**src/rtl/core/rsp_pkg.sv**
```systemverilog
// shared types, register codes and gf(256) helpers for the rs parity encoder
// no dependencies
`default_nettype none

package rsp_pkg;

	typedef struct packed {
		logic [7:0] data_byte;
		logic       end_of_message;
	} in_item_t;

	typedef struct packed {
		logic [7:0] code_byte;
		logic       is_parity;
		logic       last_of_run;
	} out_item_t;

	// generator builder status seen by the front and back parts
	typedef struct packed {
		logic       busy;
		logic [7:0] field_poly;
	} gen_status_t;

	localparam int CFG_INDEX_W = 2;
	localparam int CFG_DATA_W  = 8;

	localparam logic [CFG_INDEX_W-1:0] REG_EC_COUNT   = 2'd0;
	localparam logic [CFG_INDEX_W-1:0] REG_FIELD_POLY = 2'd1;

	localparam logic [5:0] EC_COUNT_RESET   = 6'd5;
	localparam logic [7:0] FIELD_POLY_RESET = 8'h1D;

	localparam logic [7:0] GF_ONE   = 8'h01;
	localparam logic [7:0] GF_ALPHA = 8'h02;

	// multiply by x, reduce by x^8 + poly
	function automatic logic [7:0] gf_xtime(input logic [7:0] a, input logic [7:0] poly);
		return {a[6:0], 1'b0} ^ (a[7] ? poly : 8'h00);
	endfunction

	// shift-and-add product, eight narrow steps
	function automatic logic [7:0] gf_mul(input logic [7:0] a, input logic [7:0] b,
			input logic [7:0] poly);
		logic [7:0] acc;
		logic [7:0] x;
		acc = 8'h00;
		x   = a;
		for (int i = 0; i < 8; i++) begin
			if (b[i]) begin
				acc = acc ^ x;
			end
			x = gf_xtime(x, poly);
		end
		return acc;
	endfunction

endpackage

`default_nettype wire

```
**src/rtl/core/rsp_front.sv**
```systemverilog
// front part: takes requests from the input side into a two-entry queue
// depends on rsp_pkg
`default_nettype none

module rsp_front import rsp_pkg::*; (
	input  wire         clk,
	input  wire         arst_n,
	input  wire         push,
	output logic        full,
	input  in_item_t    item,
	input  gen_status_t status,
	output logic        q_valid,
	output in_item_t    q_item,
	input  wire         q_take
);

	in_item_t   mem_q [2];
	logic       wr_q;
	logic       rd_q;
	logic [1:0] cnt_q;
	logic       acc;

	// no requests while the generator is being rebuilt
	assign full    = (cnt_q == 2'd2) || status.busy;
	assign acc     = push && !full;
	assign q_valid = (cnt_q != 2'd0);
	assign q_item  = mem_q[rd_q];

	always_ff @(posedge clk) begin
		if (acc) begin
			mem_q[wr_q] <= item;
		end
	end

	always_ff @(posedge clk or negedge arst_n) begin
		if (!arst_n) begin
			wr_q  <= 1'b0;
			rd_q  <= 1'b0;
			cnt_q <= 2'd0;
		end else begin
			if (acc) begin
				wr_q <= !wr_q;
			end
			if (q_take) begin
				rd_q <= !rd_q;
			end
			case ({acc, q_take})
				2'b10:   cnt_q <= cnt_q + 2'd1;
				2'b01:   cnt_q <= cnt_q - 2'd1;
				default: cnt_q <= cnt_q;
			endcase
		end
	end

endmodule

`default_nettype wire

```
**config.mk**
```make
export PLATFORM = sky130hd
export DESIGN_NAME = rsp_front
export DESIGN_NICKNAME = d
export VERILOG_FILES = /design/src/rtl/core/rsp_pkg.sv /design/src/rtl/core/rsp_front.sv
export SDC_FILE = /design/constraint.sdc
export NUM_CORES = 1
export LEC_CHECK = 0
export BUFFER_PORTS_ARGS = -buffer_cell sky130_fd_sc_hd__buf_2
export CAP_MARGIN = 20
export CORE_UTILIZATION = 50
export CTS_BUF_LIST = sky130_fd_sc_hd__clkbuf_4 sky130_fd_sc_hd__clkbuf_8 sky130_fd_sc_hd__clkbuf_16
export DETAILED_ROUTE_END_ITERATION = 16
export PLACE_DENSITY = 0.81
export SETUP_SLACK_MARGIN = 0.02
export SKIP_CTS_REPAIR_TIMING = 1
export SLEW_MARGIN = 20
export SYNTH_ARGS = -nofsm -noshare
export SYNTH_HDL_FRONTEND = slang
export SYNTH_SLANG_ARGS = --single-unit
```
**constraint.sdc**
```tcl
create_clock -name clk -period 2.5 [get_ports clk]
set_input_delay 0.625 -clock clk [delete_from_list [all_inputs] [get_ports clk]]
set_output_delay 0.625 -clock clk [all_outputs]
set_load 0.005 [all_outputs]
```
-- After elaboration in Yosys (flattened, before gate mapping)
Memory sizes are Yosys's and may differ from the RTL's.
Index checks and enable logic that the tools add are counted.
- $add $sub $neg: 2
- equal/unequal tests: 3
- mux-type cells: 3
- reductions and logical operators: 7
- operators with widths (cell ; count):
    $eq A2 B2 Y1 const B ; 2
    $pmux W2 S2 ; 1
    $reduce_bool A2 Y1 ; 2
    $logic_not A1 Y1 ; 3
    $add A2 B1 Y2 const B ; 1
    $eq A2 B1 Y1 const B ; 1
    $mux W1 ; 2
    $sub A2 B1 Y2 const B ; 1
    $logic_and A1 B1 Y1 ; 1
    $logic_or A1 B1 Y1 ; 1
- register bits after elaboration: 4
- memory bits (writable): 18
- input bits: 22
- output and inout bits: 11
- word-level logic and storage cells: 19
- memories kept: 1
- memories (name ; words ; width ; read ports ; clocked after memory_dff ; write ports ; RTL line ; text):
    mem_q ; 2 ; 9 ; 1 ; 0 ; 1 ; rsp_front.sv:17 ; in_item_t mem_q [2];

-- Depth between registers and ports, before layout
- depth in word-level cells: 6
- gate-level depth with buffers: 6
- mapped depth without buffers: 6

-- Worst setup path before layout
Ideal clock, no wire load.
- path kind: input port to flip-flop
- start point: input status[8] in the netlist's numbering
- end point: memory mem_q[1][0] in the netlist's numbering, enable pin
- setup time: 0.374 ns
- arrival time: 1.216 ns
- data required time: 2.126 ns
- setup slack: 0.909 ns
- stages: 2
- path buffers: 0
- cells stage by stage: nand3b_4 -> nor2_1
- longest elaborated chain between the ends: 5
- ends and longest elaborated chain (item ; RTL line ; text):
    start: declaration ; rsp_front.sv:11 ; input gen_status_t status,
    $logic_or A1 B1 Y1 ; rsp_front.sv:24 ; assign full = (cnt_q == 2'd2) || status.busy;
    $logic_not A1 Y1 ; rsp_front.sv:25 ; assign acc = push && !full;
    $logic_and A1 B1 Y1 ; rsp_front.sv:25 ;
    $mux W1 ; rsp_front.sv:30 ; if (acc) begin
    $mux W1 (not written as such) ; rsp_front.sv:31 ; mem_q[wr_q] <= item;
    end: declaration ; rsp_front.sv:17 ;
No other way between the ends.

==> flow_summary.ini <==
[clock_tree]
clockBufferDepth = 2
clkLatencyLatePin_ns = 0.29
cts-root-buf = clkbuf_4
cts-buffers-inserted = 3
htreeDepth = 1
clk_pin_slew_worst_paths_ns = 0.11
cts_sinks = 22
cts_tree = done

[worst_setup_path]
ff2ff_setup_slack_ns = 1.06
cp-start-kind = register
cp_max_fo = 10
critPathKind = register to output port
cp.required_ns = 1.88
critPathArrivalTime_ns = 1.41
cp-end-kind = output port

[status]
status = finished, violations left
violations = DRC

[sta]
period_share = 0.816
fin_worst_skew_ns = 0.00330
period_needed_ns = 2.04
worstMarginPinSlew_ns = 0.415
hold_viol_final = 0
timing.fmax_mhz = 490
slew_headroom = 0.724
finalSetupViolations = 0
rsz0062_at_grt = false
slew_violations = 0
tns_ns = 0

[place]
numPortBuffers = 24
routabilityCongestion = 0.624
placed_cell_area_um2 = 1010

[run]
max-cap-violations = 0

[global_routing]
grt_max_degree = 13
grt_use_total = 0.143
grt_pass1_vias = 462
grt-ovfl-total = 0
antenna_found_initial = 0
grt_pass1_wl_mm = 1.88

[floorplan]
die_x_um = 43.6
start_util = 0.555
ios = 33
die_area_um2 = 1900
rows = 14
die_y_um = 43.6
coreArea_um2 = 1560

[routing]
post_drt_wl_per_cell_um = 13.1
drt_iter0_drc = 14
wl_mm = 1.19
ant_nets = 0
route.detailed.drc = 3
vias = 456
dr.pass1.iters = 10
vias_per_cell = 5.01

[yosys]
synth_nets = 69
postSynthAreaPerCell_um2 = 18.8
synth_top_flop_cell = edfxtp_1
synthCells = 46
synthTopCellsByCount = edfxtp_1, mux2_2, dfrtp_1, nor2_1
async_reset_ff_frac = 0.182
ys_types = 13
ys_ff_latch = 22
synth_top_area_frac = 0.625
synth_area_leader_cell = edfxtp_1
yosysSeqAreaShare = 0.741
syn-cell-area_um2 = 865
yosysMostFrequentCell = edfxtp_1
synth_warnings = 0
synth_edf_count = 18
ys_top_cells_by_area = edfxtp_1, mux2_2, dfrtp_1, nand3b_4, xnor2_1

[power_and_ir_drop]
clkPwrFrac = 0.156
share_comb_of_total_power = 0.286
switchingPower_w = 0.000267
peakVddDrop_uv = 501
leakage_nw = 0.427
p_sw_frac = 0.276
p_seq_frac = 0.557
p_per_area_nw_per_um2 = 929
power.internal_w = 0.000700

[cells_and_area]
final_cell_area_um2 = 1040
diodes = 0
syn2layout_area_growth_pct = 20.4
drive_gt1_frac = 0.547
nNetsFinal = 99

[min_path]
hold_class = primary input to asynchronous set/reset pin
==> cell families (layout without fill, tap and decap cells) <==
logic type / Yosys count / count (layout) / share of synthesized area
mux: 9 / 9 / 0.117
buf+inv: 2 / 31 / 0.0101
flops: 22 / 22 / 0.741
xor+xnor: 5 / 5 / 0.0593
simple gates: 7 / 7 / 0.0579
fa+ha+maj: 1 / 1 / 0.0145
==> worst max-delay path, stage by stage (launching register included) <==
cell and delay (ns):
dfrtp_1 0.61, mux2_2 0.39, buf_2 0.12
==> sequential cells by signal, indices dropped and copies added (netlist names) <==
| register | flops |
|---|---|
| cnt_q | 2 |
| wr_q | 1 |
| mem_q | 18 |
| rd_q | 1 |
==> metrics by stage <==
| stage | instances | hold slack (ns) | utilization | total power (W) | setup WS [ns] |
|---|---|---|---|---|---|
| 6_report | 91 | 0.109 | 0.668 | 0.000967 | 0.461 |
| 5_1_grt | 91 | 0.0926 | 0.668 | 0.00102 | 0.381 |
| 4_1_cts | 91 | 0.0994 | 0.668 | 0.000984 | 0.416 |
| 3_5_place_dp | 87 | 0.433 | 0.651 | 0.000832 | 0.766 |
| 3_3_place_gp | 87 | 0.430 | 0.651 | 0.000815 | 0.776 |
| 2_1_floorplan | 46 | 0.329 | - | 0.000718 | 0.909 |
==> layout make-up <==
cell class              count  area [um2]
flip-flops and latches     22         641
fillers                   128         518
well taps                  16        20.0
multi-input cells          22         215
clock buffers               3        22.5
repair buffers             26         135
clock inverters             1        3.75
inverters                   1        3.75
==> worst paths after layout <==
| path | from | endpoint | cells after the start |
|---|---|---|---|
| max in group asynchronous | arst_n | wr_q | 1 |
| max | rd_q | q_item[6] | 2 |
| min in group clk | item[8] | mem_q[1][8] | 1 |
| max reg2reg | cnt_q[0] | cnt_q[1] | 5 |
| min reg2reg | cnt_q[1] | cnt_q[1] | 1 |
| min | arst_n | cnt_q[0] | 1 |
==> power groups by stage <==
stage / Combinational (W) / Clock (W) / Sequential (W)
floorplan: 0.000210 / 0 / 0.000509
global placement: 0.000271 / 0 / 0.000544
detailed placement: 0.000281 / 0 / 0.000551
CTS: 0.000282 / 0.000159 / 0.000543
global route: 0.000303 / 0.000170 / 0.000549
finish: 0.000277 / 0.000151 / 0.000539
==> routing by layer <==
layer  wire, um  GRT usage  up-vias
li1           -          -      223
met1        497      0.153      212
met2        614      0.248       19
met3         66     0.0458        2
met4         14     0.0750        0
met5          0          0        -
==> cells in the final DEF, fill, tap and decap left out, drive strengths merged <==
cell type	count
mux2	9
clkinv	1
xnor2	3
or2	1
clkbuf	3
buf	26
dfrtp	4
xor2	2
nand3b	1
edfxtp	18
inv	1
nand2b	2
nor2	3
ha	1
No activity file was read; power rests on OpenSTA's default activity.
